$ cat src/rtl/wpsp_pkg.sv
package wpsp_pkg;

  // One input request: a file byte and its end-of-file mark.
  typedef struct packed {
    logic [7:0] file_byte;
    logic       end_of_file;
  } item_t;

  typedef enum logic [1:0] {
    KIND_SAMPLE = 2'd0,
    KIND_HEADER = 2'd1,
    KIND_ERROR  = 2'd2,
    KIND_END    = 2'd3
  } kind_t;

  typedef struct packed {
    kind_t              kind;
    logic [2:0]         status;
    logic signed [15:0] sample_value;
    logic [15:0]        channel_index;
    logic [30:0]        frame_index;
    logic [15:0]        channel_count;
    logic [31:0]        sample_rate;
    logic [15:0]        bits_per_sample;
    logic [30:0]        frame_count;
    logic               last_result;
  } result_t;

  localparam logic [2:0] ST_OK          = 3'd0;
  localparam logic [2:0] ST_NO_RIFF     = 3'd1;
  localparam logic [2:0] ST_NO_WAVE     = 3'd2;
  localparam logic [2:0] ST_NO_CHANNELS = 3'd3;
  localparam logic [2:0] ST_FEW_BITS    = 3'd4;
  localparam logic [2:0] ST_NO_DATA     = 3'd5;
  localparam logic [2:0] ST_NOT_16BIT   = 3'd6;
  localparam logic [2:0] ST_NO_FRAMES   = 3'd7;

  // Command passed from the front end to the back end.
  typedef enum logic [1:0] {
    OP_ERROR  = 2'd0,
    OP_LENGTH = 2'd1,
    OP_DATA   = 2'd2
  } op_t;

  typedef struct packed {
    op_t         op;
    logic [2:0]  status;
    logic [31:0] value;
    logic        eof;
    logic [15:0] channels;
    logic [31:0] rate;
    logic [15:0] bits;
  } cmd_t;

  typedef enum logic [1:0] {
    FRONT_HEAD   = 2'd0,
    FRONT_LENGTH = 2'd1,
    FRONT_DATA   = 2'd2,
    FRONT_DRAIN  = 2'd3
  } front_state_t;

  typedef enum logic [1:0] {
    BACK_IDLE   = 2'd0,
    BACK_DIVIDE = 2'd1,
    BACK_DATA   = 2'd2
  } back_state_t;

  typedef struct packed {
    logic        start;
    logic [31:0] dividend;
    logic [16:0] divisor;
  } div_req_t;

  typedef struct packed {
    logic        done;
    logic [31:0] quotient;
    logic [16:0] remainder;
  } div_rsp_t;

  // Both queue depths are powers of two so the pointers wrap by themselves.
  localparam int CMD_DEPTH = 2;
  localparam int RES_DEPTH = 4;

endpackage

$ cat src/rtl/wpsp_front.sv
module wpsp_front #(
  parameter int SEARCH_WINDOW = 8192
) (
  input  logic             clk,
  input  logic             rst,
  input  logic             accept,
  input  wpsp_pkg::item_t  item,
  output logic             cmd_push,
  output wpsp_pkg::cmd_t   cmd
);
  import wpsp_pkg::*;

  localparam int PW = $clog2(SEARCH_WINDOW);

  localparam logic [PW-1:0] POS_RIFF    = PW'(3);
  localparam logic [PW-1:0] POS_WAVE    = PW'(11);
  localparam logic [PW-1:0] POS_FMT     = PW'(15);
  localparam logic [PW-1:0] POS_CH_LO   = PW'(22);
  localparam logic [PW-1:0] POS_CH_HI   = PW'(23);
  localparam logic [PW-1:0] POS_RATE_LO = PW'(24);
  localparam logic [PW-1:0] POS_RATE_HI = PW'(27);
  localparam logic [PW-1:0] POS_BITS_LO = PW'(34);
  localparam logic [PW-1:0] POS_BITS_HI = PW'(35);
  localparam logic [PW-1:0] POS_SEARCH  = PW'(39);
  localparam logic [PW-1:0] POS_LAST    = PW'(SEARCH_WINDOW - 2);
  localparam logic [PW-1:0] CNT_RIFF    = PW'(4);
  localparam logic [PW-1:0] CNT_FMT     = PW'(16);
  localparam logic [PW-1:0] CNT_RATE    = PW'(24);
  localparam logic [PW-1:0] CNT_BITS    = PW'(36);

  localparam logic [31:0] TAG_RIFF = 32'h5249_4646;
  localparam logic [31:0] TAG_WAVE = 32'h5741_5645;
  localparam logic [31:0] TAG_FMT  = 32'h666d_7420;
  localparam logic [31:0] TAG_DATA = 32'h6461_7461;
  localparam logic [15:0] BITS_MIN = 16'd8;
  localparam logic [15:0] BITS_PCM = 16'd16;

  front_state_t  state, state_next;
  logic [PW-1:0] pos, pos_next;
  logic [31:0]   window, window_next;
  logic [15:0]   channels, channels_next;
  logic [31:0]   rate, rate_next;
  logic [15:0]   bits, bits_next;
  logic [31:0]   length, length_next;

  logic [31:0]   win;
  logic [PW-1:0] seen;
  logic          fail;
  logic [2:0]    fail_status;
  logic          to_length;

  always_ff @(posedge clk) begin
    if (rst) begin
      state    <= FRONT_HEAD;
      pos      <= '0;
      window   <= '0;
      channels <= '0;
      rate     <= '0;
      bits     <= '0;
      length   <= '0;
    end else begin
      state    <= state_next;
      pos      <= pos_next;
      window   <= window_next;
      channels <= channels_next;
      rate     <= rate_next;
      bits     <= bits_next;
      length   <= length_next;
    end
  end

  always_comb begin
    state_next    = state;
    pos_next      = pos;
    window_next   = window;
    channels_next = channels;
    rate_next     = rate;
    bits_next     = bits;
    length_next   = length;
    cmd_push      = 1'b0;
    cmd           = '0;
    cmd.op        = OP_DATA;
    fail          = 1'b0;
    fail_status   = ST_OK;
    to_length     = 1'b0;
    win           = {window[23:0], item.file_byte};
    seen          = pos + 1'b1;

    if (accept) begin
      case (state)
        FRONT_HEAD: begin
          window_next = win;
          if (pos == POS_CH_LO) channels_next = {8'h00, item.file_byte};
          if (pos == POS_CH_HI) channels_next = {item.file_byte, channels[7:0]};
          if (pos >= POS_RATE_LO && pos <= POS_RATE_HI) begin
            rate_next = rate | (32'(item.file_byte) << {pos[1:0], 3'b000});
          end
          if (pos == POS_BITS_LO) bits_next = {8'h00, item.file_byte};
          if (pos == POS_BITS_HI) bits_next = {item.file_byte, bits[7:0]};

          if (pos == POS_RIFF && win != TAG_RIFF) begin
            fail = 1'b1; fail_status = ST_NO_RIFF;
          end else if (pos == POS_WAVE && win != TAG_WAVE) begin
            fail = 1'b1; fail_status = ST_NO_WAVE;
          end else if (pos == POS_FMT && win != TAG_FMT) begin
            fail = 1'b1; fail_status = ST_NO_WAVE;
          end else if (pos == POS_CH_HI && channels_next == 16'd0) begin
            fail = 1'b1; fail_status = ST_NO_CHANNELS;
          end else if (pos == POS_BITS_HI && bits_next < BITS_MIN) begin
            fail = 1'b1; fail_status = ST_FEW_BITS;
          end else if (pos >= POS_SEARCH && win == TAG_DATA) begin
            if (bits_next != BITS_PCM) begin
              fail = 1'b1; fail_status = ST_NOT_16BIT;
            end else begin
              to_length = 1'b1;
            end
          end else if (pos >= POS_LAST) begin
            fail = 1'b1; fail_status = ST_NO_DATA;
          end

          if (fail) begin
            cmd_push   = 1'b1;
            cmd.op     = OP_ERROR;
            cmd.status = fail_status;
            state_next = FRONT_DRAIN;
          end else if (to_length) begin
            state_next  = FRONT_LENGTH;
            pos_next    = '0;
            length_next = '0;
            // A tag on the last byte leaves an empty length behind it.
            if (item.end_of_file) begin
              cmd_push = 1'b1;
              cmd.op   = OP_LENGTH;
            end
          end else begin
            pos_next = seen;
            // A header cut short is judged as if zeros followed.
            if (item.end_of_file) begin
              cmd_push = 1'b1;
              cmd.op   = OP_ERROR;
              if (seen < CNT_RIFF) begin
                cmd.status = ST_NO_RIFF;
              end else if (seen < CNT_FMT) begin
                cmd.status = ST_NO_WAVE;
              end else if (seen < CNT_RATE) begin
                cmd.status = (channels_next == 16'd0) ? ST_NO_CHANNELS : ST_FEW_BITS;
              end else if (seen < CNT_BITS) begin
                cmd.status = (bits_next < BITS_MIN) ? ST_FEW_BITS : ST_NO_DATA;
              end else begin
                cmd.status = ST_NO_DATA;
              end
            end
          end
        end
        FRONT_LENGTH: begin
          length_next = length | (32'(item.file_byte) << {pos[1:0], 3'b000});
          pos_next    = pos + 1'b1;
          if (pos[1:0] == 2'd3 || item.end_of_file) begin
            cmd_push   = 1'b1;
            cmd.op     = OP_LENGTH;
            state_next = FRONT_DATA;
          end
        end
        FRONT_DATA: begin
          cmd_push = 1'b1;
          cmd.op   = OP_DATA;
        end
        FRONT_DRAIN: begin
        end
        default: begin
        end
      endcase

      cmd.eof      = item.end_of_file;
      cmd.channels = channels_next;
      cmd.rate     = rate_next;
      cmd.bits     = bits_next;
      if (cmd.op == OP_LENGTH) begin
        cmd.value = length_next;
      end else if (cmd.op == OP_DATA) begin
        cmd.value = {24'h00_0000, item.file_byte};
      end

      if (item.end_of_file) begin
        state_next    = FRONT_HEAD;
        pos_next      = '0;
        window_next   = '0;
        channels_next = '0;
        rate_next     = '0;
        bits_next     = '0;
        length_next   = '0;
      end
    end
  end

endmodule

$ cat src/rtl/wpsp_cmd_queue.sv
module wpsp_cmd_queue (
  input  logic           clk,
  input  logic           rst,
  input  logic           push,
  input  wpsp_pkg::cmd_t push_cmd,
  output logic           full,
  input  logic           pop,
  output logic           empty,
  output wpsp_pkg::cmd_t head
);
  import wpsp_pkg::*;

  localparam int AW = $clog2(CMD_DEPTH);

  cmd_t          mem [CMD_DEPTH];
  logic [AW-1:0] wp, rp;
  logic [AW:0]   count;

  assign full  = (count == (AW+1)'(CMD_DEPTH));
  assign empty = (count == '0);
  assign head  = mem[rp];

  always_ff @(posedge clk) begin
    if (rst) begin
      wp    <= '0;
      rp    <= '0;
      count <= '0;
    end else begin
      if (push) wp <= wp + 1'b1;
      if (pop && !empty) rp <= rp + 1'b1;
      count <= count + (AW+1)'(push) - (AW+1)'(pop && !empty);
    end
  end

  always_ff @(posedge clk) begin
    if (push) mem[wp] <= push_cmd;
  end

endmodule

$ cat src/rtl/wpsp_div.sv
module wpsp_div (
  input  logic               clk,
  input  logic               rst,
  input  wpsp_pkg::div_req_t req,
  output wpsp_pkg::div_rsp_t rsp
);
  import wpsp_pkg::*;

  logic        busy;
  logic        done;
  logic [4:0]  step;
  logic [31:0] quo, quo_next;
  logic [16:0] rem, rem_next;
  logic [16:0] dvs;
  logic [17:0] shifted;

  // Restoring division, one quotient bit per cycle.
  always_comb begin
    shifted = {rem, quo[31]};
    if (shifted >= {1'b0, dvs}) begin
      rem_next = 17'(shifted - {1'b0, dvs});
      quo_next = {quo[30:0], 1'b1};
    end else begin
      rem_next = shifted[16:0];
      quo_next = {quo[30:0], 1'b0};
    end
  end

  always_ff @(posedge clk) begin
    if (rst) begin
      busy <= 1'b0;
      done <= 1'b0;
      step <= '0;
    end else begin
      done <= 1'b0;
      if (req.start) begin
        busy <= 1'b1;
        step <= '0;
      end else if (busy) begin
        step <= step + 1'b1;
        if (step == 5'd31) begin
          busy <= 1'b0;
          done <= 1'b1;
        end
      end
    end
  end

  always_ff @(posedge clk) begin
    if (req.start) begin
      quo <= req.dividend;
      rem <= '0;
      dvs <= req.divisor;
    end else if (busy) begin
      quo <= quo_next;
      rem <= rem_next;
    end
  end

  assign rsp.done      = done;
  assign rsp.quotient  = quo;
  assign rsp.remainder = rem;

endmodule

$ cat src/rtl/wpsp_back.sv
module wpsp_back (
  input  logic              clk,
  input  logic              rst,
  input  logic              cmd_empty,
  input  wpsp_pkg::cmd_t    cmd,
  output logic              cmd_pop,
  output logic              empty,
  input  logic              pop,
  output wpsp_pkg::result_t result
);
  import wpsp_pkg::*;

  localparam int RAW = $clog2(RES_DEPTH);

  back_state_t state, state_next;
  cmd_t        hold;
  logic [31:0] remaining, remaining_next;
  logic [30:0] frame, frame_next;
  logic [15:0] chan, chan_next;
  logic [7:0]  low, low_next;
  logic [16:0] chan_inc;

  div_req_t    div_req;
  div_rsp_t    div_rsp;

  result_t     res_mem [RES_DEPTH];
  logic [RAW-1:0] wp, rp;
  logic [RAW:0]   res_count;
  result_t     wr0, wr1, end_res;
  logic [1:0]  n_wr;
  logic        pop_ok;

  function automatic result_t make_result(kind_t k, logic [2:0] st, logic [15:0] sample,
                                          logic [15:0] ch, logic [30:0] fr, cmd_t src,
                                          logic [30:0] fcount, logic last);
    result_t r;
    r.kind            = k;
    r.status          = st;
    r.sample_value    = $signed(sample);
    r.channel_index   = ch;
    r.frame_index     = fr;
    r.channel_count   = src.channels;
    r.sample_rate     = src.rate;
    r.bits_per_sample = src.bits;
    r.frame_count     = fcount;
    r.last_result     = last;
    return r;
  endfunction

  wpsp_div u_div (
    .clk (clk),
    .rst (rst),
    .req (div_req),
    .rsp (div_rsp)
  );

  assign pop_ok = pop && !empty;
  assign empty  = (res_count == '0);
  assign result = res_mem[rp];

  always_comb begin
    state_next       = state;
    remaining_next   = remaining;
    frame_next       = frame;
    chan_next        = chan;
    low_next         = low;
    wr0              = '0;
    wr1              = '0;
    end_res          = '0;
    n_wr             = 2'd0;
    div_req.start    = 1'b0;
    div_req.dividend = cmd.value;
    div_req.divisor  = {cmd.channels, 1'b0};
    chan_inc         = {1'b0, chan} + 17'd1;
    // Room for the two results that one command may cause.
    cmd_pop = !cmd_empty && state != BACK_DIVIDE &&
              res_count <= (RAW+1)'(RES_DEPTH - 2);

    if (div_rsp.done) begin
      if (div_rsp.quotient == 32'd0) begin
        wr0        = make_result(KIND_ERROR, ST_NO_FRAMES, '0, '0, '0, hold, '0, 1'b1);
        n_wr       = 2'd1;
        state_next = BACK_IDLE;
      end else begin
        wr0            = make_result(KIND_HEADER, ST_OK, '0, '0, '0, hold,
                                     div_rsp.quotient[30:0], 1'b0);
        n_wr           = 2'd1;
        // Whole frames only: the length less its remainder.
        remaining_next = hold.value - {15'h0000, div_rsp.remainder};
        frame_next     = '0;
        chan_next      = '0;
        state_next     = BACK_DATA;
        if (hold.eof) begin
          wr1        = make_result(KIND_END, ST_OK, '0, '0, '0, hold, '0, 1'b1);
          n_wr       = 2'd2;
          state_next = BACK_IDLE;
        end
      end
    end else if (cmd_pop) begin
      case (cmd.op)
        OP_ERROR: begin
          wr0        = make_result(KIND_ERROR, cmd.status, '0, '0, '0, cmd, '0, 1'b1);
          n_wr       = 2'd1;
          state_next = BACK_IDLE;
        end
        OP_LENGTH: begin
          div_req.start = 1'b1;
          state_next    = BACK_DIVIDE;
        end
        OP_DATA: begin
          if (state == BACK_DATA) begin
            remaining_next = remaining - 32'd1;
            if (!remaining[0]) begin
              low_next = cmd.value[7:0];
            end else begin
              wr0  = make_result(KIND_SAMPLE, ST_OK, {cmd.value[7:0], low}, chan, frame,
                                 cmd, '0, 1'b0);
              n_wr = 2'd1;
              if (chan_inc >= {1'b0, cmd.channels}) begin
                chan_next  = '0;
                frame_next = frame + 31'd1;
              end else begin
                chan_next = chan_inc[15:0];
              end
            end
            if (remaining_next == 32'd0 || cmd.eof) begin
              end_res    = make_result(KIND_END, ST_OK, '0, '0, '0, cmd, frame_next, 1'b1);
              state_next = BACK_IDLE;
              if (n_wr == 2'd0) begin
                wr0  = end_res;
                n_wr = 2'd1;
              end else begin
                wr1  = end_res;
                n_wr = 2'd2;
              end
            end
          end
        end
        default: begin
        end
      endcase
    end
  end

  always_ff @(posedge clk) begin
    if (rst) begin
      state     <= BACK_IDLE;
      wp        <= '0;
      rp        <= '0;
      res_count <= '0;
    end else begin
      state     <= state_next;
      wp        <= wp + RAW'(n_wr);
      if (pop_ok) rp <= rp + 1'b1;
      res_count <= res_count + (RAW+1)'(n_wr) - (RAW+1)'(pop_ok);
    end
  end

  always_ff @(posedge clk) begin
    remaining <= remaining_next;
    frame     <= frame_next;
    chan      <= chan_next;
    low       <= low_next;
    if (div_req.start) hold <= cmd;
    if (n_wr != 2'd0) res_mem[wp] <= wr0;
    if (n_wr == 2'd2) res_mem[wp + 1'b1] <= wr1;
  end

`ifndef ASSERT_OFF
  a_res_bound: assert property (@(posedge clk) disable iff (rst)
    res_count <= (RAW+1)'(RES_DEPTH))
    else $error("result queue count beyond its depth");

  a_done_in_divide: assert property (@(posedge clk) disable iff (rst)
    div_rsp.done |-> state == BACK_DIVIDE)
    else $error("divider finished outside the divide state");

  a_data_nonzero: assert property (@(posedge clk) disable iff (rst)
    state == BACK_DATA |-> remaining != 32'd0)
    else $error("data state with no bytes left");

  a_write_room: assert property (@(posedge clk) disable iff (rst)
    n_wr != 2'd0 |-> res_count <= (RAW+1)'(RES_DEPTH - 2) + (RAW+1)'(2'd2 - n_wr))
    else $error("result write without room");
`endif

endmodule

$ cat src/rtl/wav_pcm16_stream_parser.sv
// Channel   Direction  Handshake          Payload
// item      in         push / full        wpsp_pkg::item_t   (file_byte, end_of_file)
// result    out        empty / pop        wpsp_pkg::result_t (kind .. last_result)
//
// One file byte is taken per cycle while full is low; a sample result follows every
// second data byte. At most once per file the chunk length goes through a bit-serial
// divider, so the back end holds there while the two-entry command queue fills.
// Reset is synchronous on rst and clears all control state; payload holds no reset.
// full rises when the command queue is full; the back end stops taking commands while
// the four-entry result queue has fewer than two free slots.
module wav_pcm16_stream_parser #(
  parameter int SEARCH_WINDOW = 8192
) (
  input  logic              clk,
  input  logic              rst,
  input  logic              push,
  output logic              full,
  input  wpsp_pkg::item_t   item,
  output logic              empty,
  input  logic              pop,
  output wpsp_pkg::result_t result
);
  import wpsp_pkg::*;

  logic accept;
  logic cmd_push;
  cmd_t cmd_in;
  logic cmd_pop;
  logic cmd_empty;
  cmd_t cmd_head;

  assign accept = push && !full;

  wpsp_front #(
    .SEARCH_WINDOW (SEARCH_WINDOW)
  ) u_front (
    .clk      (clk),
    .rst      (rst),
    .accept   (accept),
    .item     (item),
    .cmd_push (cmd_push),
    .cmd      (cmd_in)
  );

  wpsp_cmd_queue u_queue (
    .clk      (clk),
    .rst      (rst),
    .push     (cmd_push),
    .push_cmd (cmd_in),
    .full     (full),
    .pop      (cmd_pop),
    .empty    (cmd_empty),
    .head     (cmd_head)
  );

  wpsp_back u_back (
    .clk       (clk),
    .rst       (rst),
    .cmd_empty (cmd_empty),
    .cmd       (cmd_head),
    .cmd_pop   (cmd_pop),
    .empty     (empty),
    .pop       (pop),
    .result    (result)
  );

endmodule

$ cat config.mk
export PLATFORM = sky130hd
export DESIGN_NAME = wav_pcm16_stream_parser
export DESIGN_NICKNAME = d
export VERILOG_FILES = /design/src/rtl/wpsp_pkg.sv /design/src/rtl/wpsp_front.sv /design/src/rtl/wpsp_cmd_queue.sv /design/src/rtl/wpsp_div.sv /design/src/rtl/wpsp_back.sv /design/src/rtl/wav_pcm16_stream_parser.sv
export SDC_FILE = /design/constraint.sdc
export NUM_CORES = 2
export LEC_CHECK = 0
export ABC_AREA = 1
export BUFFER_PORTS_ARGS = -buffer_cell sky130_fd_sc_hd__buf_2
export CORE_UTILIZATION = 45
export CTS_CLUSTER_DIAMETER = 100
export DETAILED_ROUTE_END_ITERATION = 7
export HOLD_SLACK_MARGIN = 0.06
export PLACE_DENSITY = 0.71
export SETUP_SLACK_MARGIN = 0.2
export SLEW_MARGIN = 20
export SYNTH_ARGS = -nofsm -noshare
export SYNTH_HDL_FRONTEND = slang
export SYNTH_SLANG_ARGS = --single-unit
$ cat constraint.sdc
create_clock -name clk -period 8.65 [get_ports clk]
set_input_delay 0.4325 -clock clk [delete_from_list [all_inputs] [get_ports clk]]
set_output_delay 0.4325 -clock clk [all_outputs]
set_load 0.005 [all_outputs]
[Yosys cells after proc, flatten, opt, wreduce, memory -nomap -nowiden]
Memory sizes are Yosys's and may differ from the RTL's. A register that Yosys moved wholly into a read port is not among the register bits.
Cells that the tools add are included.
Operators by class
  $add $sub $neg: 16
  $lt $le $gt $ge: 12
  equality and inequality tests: 30
  shift operators: 1
  muxes and demuxes: 156
  bitwise gates (word level): 5
  reduce and logical (&&, ||, !) cells: 43
Operators with widths (number)
  $mux W164: 14
  $mux W32: 14
  $pmux W164 S2: 1
  $mux W16: 19
  $mux W31: 7
  $mux W159: 1
  $mux W102: 1
  $ne A32 B31 Y1 const B: 3
  $logic_not A32 Y1: 2
  $or A32 B32 Y32: 2
  $pmux W32 S2: 1
  $mux W2: 27
  $mux W24: 2
  $mux W3: 15
  $mux W1: 41
  $mux W13: 3
  $eq A32 B31 Y1 const B: 1
  $shl A8 B5 Y32: 1
  $sub A32 B1 Y32 const B: 1
  $sub A32 B17 Y32: 1
  $add A31 B1 Y31 const B: 1
  $eq A13 B4 Y1 const B: 2
  $eq A13 B5 Y1 const B: 2
  $eq A13 B6 Y1 const B: 2
  55 further kinds: 99
Storage, ports and cells
  flip-flop bits (word level): 388
  memory bits (writable): 860
  input port bits: 13
  output and inout bits: 166
  logic and storage cells: 293
  memories kept: 2
Memories
  u_back.res_mem: depth 4, width 164, read ports 1, clocked after Yosys merged registers in 1, wr ports 2, RTL line wpsp_back.sv:26  | result_t res_mem [RES_DEPTH];
  u_queue.mem: depth 2, width 102, read ports 1, clocked after Yosys merged registers in 1, wr ports 1, RTL line wpsp_cmd_queue.sv:15  | cmd_t mem [CMD_DEPTH];

[Depth between registers and ports, before layout]
  depth after elaboration: 23
  gate-level depth with buffers: 28
  mapped depth without buffers: 26

[Cells and area by module]
A second synthesis with hierarchy kept.
Second synthesis, totals
  cells, all modules: 8116
  area, all modules: 65805.6 µm²
Modules (own cells, without submodules)
  wpsp_back: instances 1, cells each 5693, area an instance 44572.7 µm²
  wpsp_front: instances 1, cells each 1531, area an instance 9145.0 µm²
  wpsp_cmd_queue: instances 1, cells each 354, area an instance 7925.1 µm²
  wpsp_div: instances 1, cells each 536, area an instance 4152.7 µm²
  wav_pcm16_stream_parser: instances 1, cells each 2, area an instance 10.0 µm²

[Least setup slack after synthesis]
No wires, ideal clock.
  kind: register to register
  start: register u_front.pos[0]
  end: memory u_queue.mem[1][0] in the netlist's numbering, enable pin
  library setup time: 566 ps
  data arrival time: 6485 ps
  data required time: 8084 ps
  slack: 1599 ps
  cell stages (with the launch flop): 17
  buffers on the path: 1
  period minus slack after synthesis: 7051 ps
  cell sequence: dfxtp_1 -> clkinv_1 -> ha_1 -> inv_1 -> nor3_2 -> nand3_2 -> buf_4 -> o21ai_0 -> nor2_1 -> nand2_1 -> nor2_1 -> nand3_1 -> nand2_1 -> nor2_4 -> nand3_1 -> nand3_1 -> nor2_1
Between the ends
  longest elaborated chain between the ends: 20
  elaborated cells between the ends (all ways): 44
RTL lines
  start, declared: RTL line wpsp_front.sv:39  | logic [PW-1:0] pos, pos_next;
  start signal, assigned: RTL line wpsp_front.sv:63  | pos <= pos_next;
  parallel branches: the longest is 16 deep, another holds $lt A16 B4 Y1
  $pmux W1 S3 (*): RTL line wpsp_front.sv:90  | case (state)
  $mux W1 (*): RTL line wpsp_front.sv:89  | if (accept) begin
  $mux W1 (*): RTL line wpsp_cmd_queue.sv:36  | if (push) mem[wp] <= push_cmd;
  $mux W1 (implied by the code) (*): RTL line wpsp_cmd_queue.sv:36
  end, declared: RTL line wpsp_cmd_queue.sv:15
Mark *: on every way between the ends. The select of a mux whose other input is x is not followed.

==> metrics.md <==
| Metric | Value |
|---|---|
| CP max FO | `70` |
| Vias in the first global route | `51,694` |
| Comb pwr share | `29.9%` |
| Hold EP | `u_front.pos[5]` |
| Clock share of power | `a little under a third` |
| Starting DRT DRC Count | `between 7,000 and 8,000` |
| Main synth FF type | `edfxtp_1` |
| DRT Pass-1 Iters | `6` |
| CP Data Required Time | `9180 ps` |
| Area Overhead vs Synth | `10.4%` |
| Initial antenna violation count | `5` |
| TritonCTS clock tree | `built` |
| Kind of critical path | `reg2reg` |
| CTS Buffer Depth | `3` |
| Skew-Pair Late Insertion Delay | `between 700 and 800 ps` |
| ANT cells | `0` |
| Slew headroom | `between 15 and 20%` |
| Area of the core | `roughly 140,000 sq um` |
| Pwr Density | `around 270 nW/um^2` |
| Async SR Flop Fraction | `0%` |
| CP Data Arrival Time | `about 7000 ps` |
| Syn_area_per_cell | `roughly 8 sq um` |
| Mapped Area | `roughly 63,000 sq um` |
| Horiz. Die Dim | `377 microns` |
| Seq/Total Area, Yosys | `52.1%` |
| Inst Count DP | `9,599` |
| Synth Net Count | `roughly 8,000` |
| Max stage delay on crit path | `840 ps` |
| Root Driver | `clkbuf_16` |
| Clock Sinks | `1,247` |
| Fin Setup TNS | `0 ps` |
| Io pins | `roughly 180` |
| Total chip power | `around 19,000 uW` |
| Endpoints failing setup | `0` |
| Post-DRT Antenna Nets | `0` |
| Crit path depth | `27` |
| Share of cells above drive strength 1 | `9.13%` |
| Most used cell, CP | `nand2_1` |
| Synthesized instance count | `between 7,000 and 8,000` |
| Via count of the routed design | `roughly 56,000` |
| FF+latch count, synth | `1,247` |
| Worst Tran Pin Value | `~1300 ps` |
| I/O Buffers | `between 150 and 200` |
| Worst setup EP type | `flop` |
| Unique masters post-synth | `between 50 and 60` |
| Dpl hpwl | `127,000 microns` |
| Worst slack, placed | `2290 ps` |
| Routability congestion estimate from global placement | `around 0.96` |
| Largest net degree at the start of global routing | `around 140` |
| Final core utilization | `about half` |
| Unrepaired setup endpoints after global routing | `false` |
| Worst-path clk slew | `roughly 60 ps` |
| Reg2reg path depth | `27` |
| Die area | `roughly 140,000 sq um` |
| Max VDD drop | `around 0.19 mV` |
| Static leakage | `0.0291 uW` |
| Die Y | `between 300 and 400 microns` |
| Row Count | `137` |
| Initial Utilization | `between 40% and 50%` |
| First-pass GRT wire length | `slightly above 300,000 microns` |
| Post-DR wirelength/cell | `a little over 20 microns` |
| Setup slack after layout | `around 2100 ps` |
| Final Hold Fails | `0` |
| Total Wirelength | `just over 200,000 microns` |
| Fin crit period | `between 6000 and 7000 ps` |
| GRT Total Usage | `between 20 and 30%` |
| Hold Crit Depth | `2` |
| Post-layout net count | `about 7,900` |
| Pint | `between 10,000 and 15,000 uW` |
| Period utilization | `75.1%` |
| Max Cap Violations | `0` |
| Final setup skew | `33.7 ps` |
| Hold_sp | `rst` |
| Worst Path Buf+Inv | `6` |
| Startpoint Class | `flop` |
| Sw Ratio | `36.5%` |
| Drt via density | `5.73` |
| Crit Reg-Reg Startpoint | `u_back.remaining[0]` |
| Post-synth EDFFs | `between 800 and 900` |
| DR DRC count | `0` |
| NetSw | `between 7000 and 8000 uW` |
| Final std cells w/o fill | `around 9,900` |
| Hold WC Path Type | `in2reg` |
| Status | `finished clean` |
| H-tree Lvls | `4` |
| Worst path slowest cell | `clkinv_2` |
| Final slew viol count | `0` |
| Top delay family on crit path | `buffers and inverters` |
| Synth Warn # | `0` |
| RR Endpoint | `u_back.res_mem[2][51]` |
| Total grt overflow | `0` |
| Reg2Reg Setup Slack | `about 2100 ps` |
| FMAX | `~150 MHz` |
| Postcts setup bufs | `0` |
| Reg power frac | `between 30% and 40%` |
| CTS Buf Count | `around 140` |
==> metrics by stage <==
stage / hold slack (ps) / area, sq um
2_1_floorplan: 427 / 63400
3_3_place_gp: 438 / 65500
3_5_place_dp: 443 / 65500
4_1_cts: 70.7 / 70000
5_1_grt: 101 / 70000
6_report: 101 / 70000
==> kinds of logic (layout without fill, tap and decap cells) <==
logic type	Yosys count	count (layout)	synth area share [%]
flip-flops	1247	1247	52.1
XOR/XNOR	86	86	1.19
AO/OA/AOI/OAI	1430	1430	12.5
AND/OR/NAND/NOR	4108	4108	26.5
buffers and inverters	994	1028	6.24
multiplexers	6	6	0.0947
adder cells (fa/ha/maj)	69	69	1.40
==> cell type report <==
class,count,area [sq um]
Clock buffer,197,3900
Timing Repair Buffer,263,1600
Fill cell,13103,69700
Clock inverter,52,583
Inverter,516,1970
Multi-Input combinational cell,5699,26600
Sequential cell,1247,33100
Tap cell,1876,2350
==> Yosys cell counts (all sizes together) (6+ instances only) <==
master | instances | area [sq um]
clkinv | 7 | 27.5
nor3 | 138 | 756
o31ai | 10 | 75.1
nor2 | 1396 | 5360
and2 | 12 | 75.1
o211ai | 8 | 60.1
buf | 149 | 782
mux2i | 6 | 60.1
dfxtp | 439 | 8790
clkbuf | 329 | 1240
nand4 | 66 | 413
nand2 | 2068 | 7830
ha | 66 | 826
inv | 509 | 1910
nor4 | 31 | 194
a31oi | 12 | 75.1
or2 | 84 | 526
nand3 | 306 | 1590
a21oi | 210 | 1100
o22ai | 220 | 1390
edfxtp | 808 | 24300
xor2 | 60 | 526
a211oi | 33 | 260
o21ai | 923 | 4890
xnor2 | 26 | 228
==> power by group through the flow <==
| stage | combinational, uW | sequential (uW) | clock [uW] |
|---|---|---|---|
| 2_1_floorplan | 3570 | 7520 | 0 |
| 3_5_place_dp | 5600 | 7670 | 0 |
| 4_1_cts | 5630 | 7550 | 5950 |
| 6_report | 5750 | 7570 | 5910 |
| 5_1_grt | 6260 | 7620 | 6160 |
| 3_3_place_gp | 5510 | 7650 | 0 |
==> placed cells by master, fill, tap and decap left out, drive strengths merged, types with 8 or more instances in the layout <==
| cell type | count |
|---|---|
| nand2 | 2068 |
| nor2 | 1396 |
| o21ai | 923 |
| edfxtp | 808 |
| inv | 515 |
| dfxtp | 439 |
| nand3 | 306 |
| buf | 262 |
| o22ai | 220 |
| a21oi | 210 |
| clkbuf | 197 |
| nor3 | 138 |
| or2 | 84 |
| nand4 | 66 |
| ha | 66 |
| xor2 | 60 |
| clkinv | 39 |
| a211oi | 33 |
| nor4 | 31 |
| xnor2 | 26 |
| a31oi | 12 |
| and2 | 12 |
| o31ai | 10 |
| o211ai | 8 |
==> per-layer routing <==
metal	track usage (%)	share of wire, %
met5	0	0.016
met4	10.8	3.5
met3	5.09	11
met2	43.1	45
met1	38.4	41
==> state kept, by name, indices dropped and copies added (netlist names), 8 cells and up, named ones only <==
name	flops
u_back.chan	16
u_back.frame	31
u_back.hold	81
u_back.low	8
u_back.remaining	32
u_back.res_mem	652
u_back.u_div.dvs	16
u_back.u_div.quo	32
u_back.u_div.rem	17
u_front.bits	16
u_front.channels	16
u_front.length	32
u_front.pos	13
u_front.rate	32
u_front.window	24
u_queue.mem	204
==> timing repair <==
action | 4_1_cts | 5_1_grt
hold endpoints to repair | 1 | 0
resized for setup | 0 | 0
hold buffers | 1 | 0
==> worst max path at each step <==
stage	startpoint	to	slack [ps]
2_1_floorplan	u_front.pos[0]	u_queue.mem[1][0]	1600
3_3_place_gp	u_back.remaining[0]	u_back.res_mem[2][47]	2510
3_5_place_dp	u_back.remaining[0]	u_back.res_mem[2][66]	2290
4_1_cts	u_back.remaining[0]	u_back.res_mem[2][66]	2290
5_1_grt	u_back.remaining[0]	u_back.res_mem[2][36]	1830
6_report	u_back.remaining[0]	u_back.res_mem[2][51]	2150
No activity file was read; power rests on OpenSTA's default activity.
